File: src/hw/rtl/i2capm_pkg.sv
// types and constants of the i2c address probe master
// no dependencies
package i2capm_pkg;

   localparam int unsigned LIMIT_W = 10;
   localparam logic [LIMIT_W-1:0] LIMIT_RESET = 10'd100;

   localparam logic [1:0] STATUS_OK      = 2'd0;
   localparam logic [1:0] STATUS_BUSY    = 2'd1;
   localparam logic [1:0] STATUS_TIMEOUT = 2'd2;

   localparam logic REQ_TICK  = 1'b0;
   localparam logic REQ_START = 1'b1;

   typedef struct packed {
      logic       req_type;
      logic [6:0] probe_addr;
      logic       scl_in;
      logic       sda_in;
   } i2capm_req_type;

   typedef struct packed {
      logic       scl_out;
      logic       sda_out;
      logic       probe_active;
      logic       probe_done;
      logic       device_found;
      logic [1:0] status;
   } i2capm_rsp_type;

endpackage

File: src/hw/rtl/i2capm_in_reg.sv
// input register stage of the i2c address probe master
// depends on i2capm_pkg
module i2capm_in_reg
   import i2capm_pkg::*;
(
   input  logic           clock,
   input  logic           reset,
   input  logic           req_valid,
   output logic           req_ready,
   input  i2capm_req_type req_data,
   output logic           item_valid,
   input  logic           item_ready,
   output i2capm_req_type item_data
);

   logic           valid_ff;
   i2capm_req_type data_ff;

   assign req_ready  = !valid_ff || item_ready;
   assign item_valid = valid_ff;
   assign item_data  = data_ff;

   always_ff @(posedge clock) begin
      if (reset) begin
         valid_ff <= 1'b0;
      end else if (req_ready) begin
         valid_ff <= req_valid;
      end
      if (req_ready && req_valid) begin
         data_ff <= req_data;
      end
   end

endmodule

File: src/hw/rtl/i2capm_seq.sv
// probe sequencer, stretch limit register and result register
// depends on i2capm_pkg
module i2capm_seq
   import i2capm_pkg::*;
(
   input  logic               clock,
   input  logic               reset,
   input  logic               item_valid,
   output logic               item_ready,
   input  i2capm_req_type     item_data,
   output logic               rsp_valid,
   input  logic               rsp_ready,
   output i2capm_rsp_type     rsp_data,
   input  logic               csr_wr_en,
   input  logic [LIMIT_W-1:0] csr_wr_data
);

   typedef enum logic [3:0] {
      PH_IDLE, PH_CHK_WAIT, PH_START_LOW, PH_BIT_LOW, PH_BIT_RISE, PH_BIT_WAIT,
      PH_ACK_REL, PH_ACK_RISE, PH_ACK_WAIT, PH_DATA_RISE, PH_DATA_WAIT,
      PH_STOP_LOW, PH_STOP_RISE, PH_STOP_WAIT
   } phase_type;

   phase_type          phase_ff, phase_in;
   logic [3:0]         bit_ff, bit_in;
   logic [LIMIT_W-1:0] wait_ff, wait_in;
   logic [7:0]         shift_ff, shift_in;
   logic               ack_ff, ack_in;
   logic               scl_ff, scl_in;
   logic               sda_ff, sda_in;
   logic [LIMIT_W-1:0] limit_ff;
   logic               rsp_valid_ff;
   i2capm_rsp_type     rsp_ff, rsp_in;

   logic               step;
   logic [LIMIT_W-1:0] wait_inc;
   logic               wait_out;
   logic               addr_bit;
   logic               done;
   logic [1:0]         status;
   logic               found;

   assign item_ready = !rsp_valid_ff || rsp_ready;
   assign step       = item_valid && item_ready;
   assign rsp_valid  = rsp_valid_ff;
   assign rsp_data   = rsp_ff;

   assign wait_inc = wait_ff + 1'b1;
   assign wait_out = (wait_inc >= limit_ff) || (wait_inc == '0);
   assign addr_bit = shift_ff[bit_ff[2:0]];

   always_comb begin
      phase_in = phase_ff;
      bit_in   = bit_ff;
      wait_in  = wait_ff;
      shift_in = shift_ff;
      ack_in   = ack_ff;
      scl_in   = scl_ff;
      sda_in   = sda_ff;
      done     = 1'b0;
      status   = STATUS_OK;
      found    = 1'b0;

      if (item_data.req_type == REQ_START) begin
         if (phase_ff == PH_IDLE) begin
            shift_in = {item_data.probe_addr, 1'b1};
            bit_in   = 4'd7;
            wait_in  = '0;
            ack_in   = 1'b0;
            scl_in   = 1'b1;
            sda_in   = 1'b1;
            phase_in = PH_CHK_WAIT;
         end
      end else begin
         case (phase_ff)
            PH_IDLE: begin
               scl_in = 1'b1;
               sda_in = 1'b1;
            end
            PH_CHK_WAIT: begin
               if (item_data.scl_in) begin
                  wait_in = '0;
                  if (item_data.sda_in) begin
                     scl_in   = 1'b1;
                     sda_in   = 1'b0;
                     phase_in = PH_START_LOW;
                  end else begin
                     done   = 1'b1;
                     status = STATUS_BUSY;
                  end
               end else begin
                  wait_in = wait_inc;
                  if (wait_out) begin
                     done   = 1'b1;
                     status = STATUS_BUSY;
                  end
               end
            end
            PH_START_LOW: begin
               scl_in   = 1'b0;
               sda_in   = 1'b0;
               phase_in = PH_BIT_LOW;
            end
            PH_BIT_LOW: begin
               scl_in   = 1'b0;
               sda_in   = addr_bit;
               phase_in = PH_BIT_RISE;
            end
            PH_BIT_RISE: begin
               scl_in   = 1'b1;
               sda_in   = addr_bit;
               wait_in  = '0;
               phase_in = PH_BIT_WAIT;
            end
            PH_BIT_WAIT: begin
               if (item_data.scl_in) begin
                  wait_in = '0;
                  scl_in  = 1'b0;
                  sda_in  = addr_bit;
                  if (bit_ff == 4'd0) begin
                     phase_in = PH_ACK_REL;
                  end else begin
                     bit_in   = bit_ff - 1'b1;
                     phase_in = PH_BIT_LOW;
                  end
               end else begin
                  wait_in = wait_inc;
                  if (wait_out) begin
                     done   = 1'b1;
                     status = STATUS_TIMEOUT;
                  end
               end
            end
            PH_ACK_REL: begin
               scl_in   = 1'b0;
               sda_in   = 1'b1;
               phase_in = PH_ACK_RISE;
            end
            PH_ACK_RISE: begin
               scl_in   = 1'b1;
               sda_in   = 1'b1;
               wait_in  = '0;
               phase_in = PH_ACK_WAIT;
            end
            PH_ACK_WAIT: begin
               if (item_data.scl_in) begin
                  wait_in = '0;
                  ack_in  = !item_data.sda_in;
                  scl_in  = 1'b0;
                  sda_in  = 1'b1;
                  if (!item_data.sda_in) begin
                     bit_in   = 4'd8;
                     shift_in = '0;
                     phase_in = PH_DATA_RISE;
                  end else begin
                     phase_in = PH_STOP_LOW;
                  end
               end else begin
                  wait_in = wait_inc;
                  if (wait_out) begin
                     done   = 1'b1;
                     status = STATUS_TIMEOUT;
                  end
               end
            end
            PH_DATA_RISE: begin
               scl_in   = 1'b1;
               sda_in   = 1'b1;
               wait_in  = '0;
               phase_in = PH_DATA_WAIT;
            end
            PH_DATA_WAIT: begin
               if (item_data.scl_in) begin
                  wait_in = '0;
                  scl_in  = 1'b0;
                  sda_in  = 1'b1;
                  if (bit_ff == 4'd0) begin
                     phase_in = PH_STOP_LOW;
                  end else begin
                     shift_in = {shift_ff[6:0], item_data.sda_in};
                     bit_in   = bit_ff - 1'b1;
                     phase_in = PH_DATA_RISE;
                  end
               end else begin
                  wait_in = wait_inc;
                  if (wait_out) begin
                     done   = 1'b1;
                     status = STATUS_TIMEOUT;
                  end
               end
            end
            PH_STOP_LOW: begin
               scl_in   = 1'b0;
               sda_in   = 1'b0;
               phase_in = PH_STOP_RISE;
            end
            PH_STOP_RISE: begin
               scl_in   = 1'b1;
               sda_in   = 1'b0;
               wait_in  = '0;
               phase_in = PH_STOP_WAIT;
            end
            PH_STOP_WAIT: begin
               if (item_data.scl_in) begin
                  wait_in = '0;
                  done    = 1'b1;
                  found   = ack_ff;
               end else begin
                  wait_in = wait_inc;
                  if (wait_out) begin
                     done   = 1'b1;
                     status = STATUS_TIMEOUT;
                  end
               end
            end
            default: begin
               phase_in = PH_IDLE;
               scl_in   = 1'b1;
               sda_in   = 1'b1;
            end
         endcase
      end

      // any finish returns to idle with both lines released
      if (done) begin
         phase_in = PH_IDLE;
         wait_in  = '0;
         scl_in   = 1'b1;
         sda_in   = 1'b1;
      end

      rsp_in.scl_out      = scl_in;
      rsp_in.sda_out      = sda_in;
      rsp_in.probe_active = (phase_in != PH_IDLE);
      rsp_in.probe_done   = done;
      rsp_in.device_found = found;
      rsp_in.status       = status;
   end

   always_ff @(posedge clock) begin
      if (reset) begin
         phase_ff     <= PH_IDLE;
         bit_ff       <= '0;
         wait_ff      <= '0;
         shift_ff     <= '0;
         ack_ff       <= 1'b0;
         scl_ff       <= 1'b1;
         sda_ff       <= 1'b1;
         limit_ff     <= LIMIT_RESET;
         rsp_valid_ff <= 1'b0;
      end else begin
         if (csr_wr_en) begin
            limit_ff <= csr_wr_data;
         end
         if (item_ready) begin
            rsp_valid_ff <= item_valid;
         end
         if (step) begin
            phase_ff <= phase_in;
            bit_ff   <= bit_in;
            wait_ff  <= wait_in;
            shift_ff <= shift_in;
            ack_ff   <= ack_in;
            scl_ff   <= scl_in;
            sda_ff   <= sda_in;
         end
      end
      if (step) begin
         rsp_ff <= rsp_in;
      end
   end

endmodule

File: src/hw/rtl/i2c_address_probe_master.sv
// i2c address probe master: one word per cycle unless rsp_ready stalls, each word is one bit-time step
// from req acceptance to rsp valid a word passes the input register, then the result register
// rsp_ready low stalls both registers; a new word is taken while a result waits
// synchronous active-high reset: idle, lines released, stretch limit 100
// depends on i2capm_pkg, i2capm_in_reg, i2capm_seq
module i2c_address_probe_master
   import i2capm_pkg::*;
(
   input  logic               clock,
   input  logic               reset,
   input  logic               req_valid,
   output logic               req_ready,
   input  i2capm_req_type     req_data,
   output logic               rsp_valid,
   input  logic               rsp_ready,
   output i2capm_rsp_type     rsp_data,
   input  logic               csr_wr_en,
   input  logic [LIMIT_W-1:0] csr_wr_data
);

   logic           item_valid;
   logic           item_ready;
   i2capm_req_type item_data;

   i2capm_in_reg u_in_reg (
      .clock      (clock),
      .reset      (reset),
      .req_valid  (req_valid),
      .req_ready  (req_ready),
      .req_data   (req_data),
      .item_valid (item_valid),
      .item_ready (item_ready),
      .item_data  (item_data)
   );

   i2capm_seq u_seq (
      .clock       (clock),
      .reset       (reset),
      .item_valid  (item_valid),
      .item_ready  (item_ready),
      .item_data   (item_data),
      .rsp_valid   (rsp_valid),
      .rsp_ready   (rsp_ready),
      .rsp_data    (rsp_data),
      .csr_wr_en   (csr_wr_en),
      .csr_wr_data (csr_wr_data)
   );

endmodule

File: config.mk
export PLATFORM = sky130hd
export DESIGN_NAME = i2c_address_probe_master
export DESIGN_NICKNAME = d
export VERILOG_FILES = /design/src/hw/rtl/i2capm_pkg.sv /design/src/hw/rtl/i2capm_in_reg.sv /design/src/hw/rtl/i2capm_seq.sv /design/src/hw/rtl/i2c_address_probe_master.sv
export SDC_FILE = /design/constraint.sdc
export NUM_CORES = 1
export LEC_CHECK = 0
export BUFFER_PORTS_ARGS = -buffer_cell sky130_fd_sc_hd__buf_2
export CAP_MARGIN = 20
export CORE_MARGIN = 2
export CORE_UTILIZATION = 50
export DETAILED_ROUTE_END_ITERATION = 6
export GPL_ROUTABILITY_DRIVEN = 1
export GPL_TIMING_DRIVEN = 1
export PLACE_DENSITY = 0.71
export SLEW_MARGIN = 20
export SYNTH_ARGS = -nofsm -noshare
export SYNTH_HDL_FRONTEND = slang
export SYNTH_SLANG_ARGS = --single-unit
export TNS_END_PERCENT = 10
File: constraint.sdc
create_clock -name clock -period 3.18 [get_ports clock]
set_input_delay 0.318 -clock clock [delete_from_list [all_inputs] [get_ports clock]]
set_output_delay 0.318 -clock clock [all_outputs]
set_load 0.005 [all_outputs]
After elaboration in Yosys (flattened, before gate mapping):

Index checks and enable logic that the tools add are counted.
Widths: inputs -> output; s select.

* bits in registers: 58
* input port bits: 25
* output and inout bits: 9

* add/sub/neg operators: 2
* $lt $le $gt $ge: 2
* equal/unequal tests: 21
* mux-type cells: 65
* bitwise operators: 2
* reduce and logical (&&, ||, !) cells: 32

Operator list (number)
* $mux 4: 14
* $pmux 4 s13: 1
* $mux 8: 6
* $mux 10: 4
* $mux 1: 26
* $eq 4x4->1 const B: 6
* $pmux 10 s2: 1
* $eq 4x3->1 const B: 4
* $pmux 8 s2: 1
* $ne 3x3->1 const B: 5
* $reduce_and 7->1: 2
* $reduce_or 4->1: 3
* $add 10x1->10 const B: 1
* $ge 10x10->1: 1
* $logic_not 10->1: 1
* $mux 2: 5
* $reduce_or 3->1: 3
* $eq 4x2->1 const B: 2
* $logic_not 4->1: 2
* $pmux 4 s2: 1
* $reduce_bool 4->1: 2
* $reduce_or 2->1: 4
* $ne 3x1->1 const B: 2
* $pmux 1 s6: 1
* 18 further kinds: 26

Depth between registers and ports, before layout:

* depth after elaboration: 9
* depth in mapped cells: 12
* depth with buffers taken out: 12

Hierarchy:

Synthesis repeated with hierarchy kept, for this count alone.

* cell total of the unflattened synthesis: 410
* area, all modules: 3528.4 µm²

Modules (own cells, without submodules)
* i2capm_seq: instances 1, cells each 395, area each 3173.0 µm²
* i2capm_in_reg: instances 1, cells each 15, area each 355.3 µm²

Worst setup path after synthesis:

Ideal clock, no wire load.

* kind: reg2reg
* from: register u_seq.wait_ff[3]
* to: register u_seq.wait_ff[2]
* setup time: 0.058 ns
* arrival time: 2.776 ns
* slack: 0.346 ns
* stages on the path, launching flop included: 12
* cell sequence: dfxtp_1 -> clkbuf_1 -> and4_1 -> nand3_1 -> xnor2_1 -> ha_1 -> and3_1 -> o21ai_0 -> nand4b_1 -> or4_4 -> nor4b_2 -> a211o_1

* longest elaborated chain between the ends: 9

RTL lines
* start: declaration: RTL line i2capm_seq.sv:26 `logic [LIMIT_W-1:0] wait_ff, wait_in;`
* start signal: assignment: RTL line i2capm_seq.sv:261 `wait_ff <= wait_in;`
* $add 10x1->10 *: RTL line i2capm_seq.sv:48 `assign wait_inc = wait_ff + 1'b1;`
* $ge 10x10->1 / $logic_not 10->1 (equally long branches): RTL line i2capm_seq.sv:49 `assign wait_out = (wait_inc >= limit_ff) || (wait_inc == '0);`
* $logic_or 1x1->1 *: RTL line i2capm_seq.sv:49
* $mux 1 *
* $mux 1 (on tied branches): RTL line i2capm_seq.sv:204, i2capm_seq.sv:81, i2capm_seq.sv:173
* $pmux 1 s3 *: RTL line i2capm_seq.sv:75 `case (phase_ff)`
* $mux 1 *: RTL line i2capm_seq.sv:64 `if (item_data.req_type == REQ_START) begin`
* $ne 3x1->1 (no line) / $reduce_bool 4->1 (equally long branches)
* $reduce_and 3->1 (no line)

Every way passes the cells marked *; elsewhere a longest branch is shown, timed or not.
A chain may end at the register's enable or synchronous reset.

==> flow_metrics.tcl <==
set metrics [dict create \
    synth_top_family_by_area "simple AND/OR/NAND/NOR gates" \
    fin_crit_sh_pct 94.2 \
    via_per_inst 6.06 \
    drc 0 \
    whs_path_depth 1 \
    synth_cell_type_count 68 \
    setup_slack_ns 0.185 \
    antenna_found_initial 0 \
    ys_seq_elements 58 \
    track_usage_pct 22.6 \
    maxSlewViolCount 0 \
    grt_max_degree 40 \
    hold_viol 0 \
    ant_nets 0 \
    synth_xor_area_share_pct 2.08 \
    synth_area_leaders "dfxtp_1 (24%), edfxtp_1 (15%), nor2_1 (4.7%)" \
    synth-edff-count 17 \
    numClockSinks 58 \
    dpl.hpwl_mm 5.46 \
    initial_utilization_pct 52.6 \
    cts_tree "built" \
    outcome "finished clean" \
    start_kind "flip-flop" \
    p_leak_nw 1.58 \
    drive_above_1_share_pct 19.7 \
    dieArea_um2 7420 \
    relSlewSlack_pct 46.4 \
    vdd_drop_max_uv 359 \
    synth_top_cell_by_area "dfxtp_1" \
    synth.most_common_cell "nor2_1" \
    critical_path_class "reg2reg" \
    fp.dieW_um 86.2 \
    cts.clk_slew.worst_paths_ns 0.07 \
    muxShareOfSynthArea_pct 6.15 \
    syn-num-nets 425 \
    nets 458 \
    io_pins 34 \
    insertion_delay_ns 0.35 \
    holdBufCountCts 0 \
    dp_slack_ns 0.0755 \
    cts_root_buffer "clkbuf_8" \
    ys_warn_count 0 \
    drt_iter0_drc 286 \
    synthToLayoutAreaGrowth_pct 15.9 \
    required_ns 3.41 \
    setup_viol 0 \
    cp-end-kind "flip-flop" \
    gp_congestion 0.919 \
    synth-async-reset-ratio_pct 0 \
    drv_cap 0 \
    yosysTopAreaCellShare_pct 24.3 \
    num_rows 29 \
    design.core.area_um2 6420 \
    numPortBuffers 33 \
    diodes 0 \
    yosys.area_share.simple_pct 22.2 \
    die_y_um 86.2 \
    setup_tns_ns 0 \
    grt_pass1_vias 2822 \
    syn_inst 388 \
    post_drt_wl_per_cell_um 16.0 \
    fillCellCount 562 \
    synth_fa_ha_area_share_pct 4.45 \
    grt_pass1_wl_mm 13.2 \
    numCtsBuffers 9 \
    cts.path.max_buffers 2 \
    finalCriticalPeriod_ns 2.99 \
    avgSynthCellArea_um2 8.70 \
    worstMarginPinSlew_ns 0.803 \
    cts.htree.levels 3 \
    synth_common_cells "nor2_1 (42), dfxtp_1 (41), nand2_1 (36)" \
    holdCritPathClass "in2reg" \
    worstPathMaxFanout 5 \
    power-per-cell-area_nw_per_um2 433 \
    wl_mm 8.02 \
    ys.flop_type "dfxtp_1" \
    grt-ovfl-total 0 \
    synth_area_um2 3380 \
    clock.fmax_mhz 334 \
    synth-compound-area-share_pct 20.2 \
    reg2reg_depth 12 \
    drt_first_pass_iters 5 \
    via_count 3049 \
    arrival_ns 3.23 \
    yosysSeqAreaShare_pct 39.4 \
    clock_skew_ns 0.0108 \
]
[placed cells by master, fill, tap and decap left out, types with 3 or more instances in the layout]
cell      Yosys  layout
nor3_1        9       9
buf_2         4      33
inv_1        21      21
o31ai_1       4       4
nand4_1       5       5
nor2_1       42      42
o21ai_0      21      21
buf_4         0      14
a211o_1       7       7
and2_1        3       3
xnor2_1       7       6
nand3_1       8       8
o211ai_1      4       4
a211oi_1      8       8
a221oi_1      3       3
nor2b_1      10      10
a31oi_1       5       5
edfxtp_1     17      17
or3_1         3       3
a21oi_1      14      14
nand2_1      36      36
mux2i_1      14      14
dfxtp_1      41      41
nor3b_1       3       3
a22oi_1       4       4
nand2b_1      3       3
nor4_1        6       4
o41ai_1       3       3
clkbuf_8      0       9
ha_1         12      11
[logic make-up (layout without fill, tap and decap cells)]
group / Yosys count / in the layout
XOR/XNOR: 8 / 8
adder cells (fa/ha/maj): 12 / 12
flip-flops: 58 / 58
AO/OA/AOI/OAI: 98 / 98
AND/OR/NAND/NOR: 146 / 146
buffers and inverters: 48 / 86
multiplexers: 18 / 18
[sequential cells by signal, summed over array words and instances, names as in the netlist, 4 cells and up]
register / count
u_in_reg.item_data: 10
u_seq.rsp_data: 7
u_seq.phase_ff: 4
u_seq.shift_ff: 8
u_seq.wait_ff: 10
u_seq.bit_ff: 4
u_seq.limit_ff: 10
[stage by stage]
step           total power [W]  utilization [%]  hold slack, ns  instances  cell area [um^2]
4_1_cts                0.00170             59.8           0.139        499              3840
3_3_place_gp          0.000993             56.5           0.469        483              3630
5_1_grt                0.00176             60.9           0.134        503              3910
3_5_place_dp          0.000996             56.5           0.484        483              3630
6_report               0.00170             60.9           0.146        503              3910
2_1_floorplan         0.000941                -           0.417        388              3380
[layer usage]
layer / track usage [%] / wire [um]
met1: 30.6 / 3760
met2: 34.9 / 3650
met3: 5.29 / 445
met4: 8.80 / 170
met5: 0 / 0
[worst max-delay path: stages (launching register included)]
cell and delay [ns]:
dfxtp_1 0.40, ha_4 0.18, and2_1 0.21, nand3_1 0.16
xnor2_2 0.19, ha_1 0.34, and3_1 0.15, o21ai_0 0.15
nand4b_1 0.19, buf_4 0.20, o31ai_4 0.28, o21ai_1 0.14
o31a_1 0.30
[area by class of cell]
type	instances	area (um^2)	share of cell area, %
sequential	58	1330	34.0
inverter	22	82.6	2.11
clock buffer	11	174	4.44
tap	77	96.3	2.46
clock inverter	5	38.8	0.991
multi-input combinational	282	1900	48.6
timing repair buffer	48	290	7.42
[worst paths after layout]
kind,slack [ns],from,endpoint
worst max-delay path,0.19,u_seq.wait_ff[1],u_seq.scl_ff
worst min-delay path,0.15,req_data[6],u_in_reg.item_data[6]
worst max register to register,0.19,u_seq.wait_ff[1],u_seq.scl_ff
worst min register to register,0.50,u_seq.ack_ff,u_seq.ack_ff
[where the power goes]
part	internal [W]	switching [W]
sequential	0.000789	0.0000243
clock	0.000384	0.000328
combinational	0.0000730	0.0000978
[what timing repair did]
| action | in CTS | in global routing |
|---|---|---|
| endpoints found under the hold margin | 0 | 0 |
| setup endpoints to repair | 0 | 15 |
| gates resized for setup | 0 | 6 |
| setup buffers | 0 | 4 |
No activity file was read; power rests on OpenSTA's default activity.
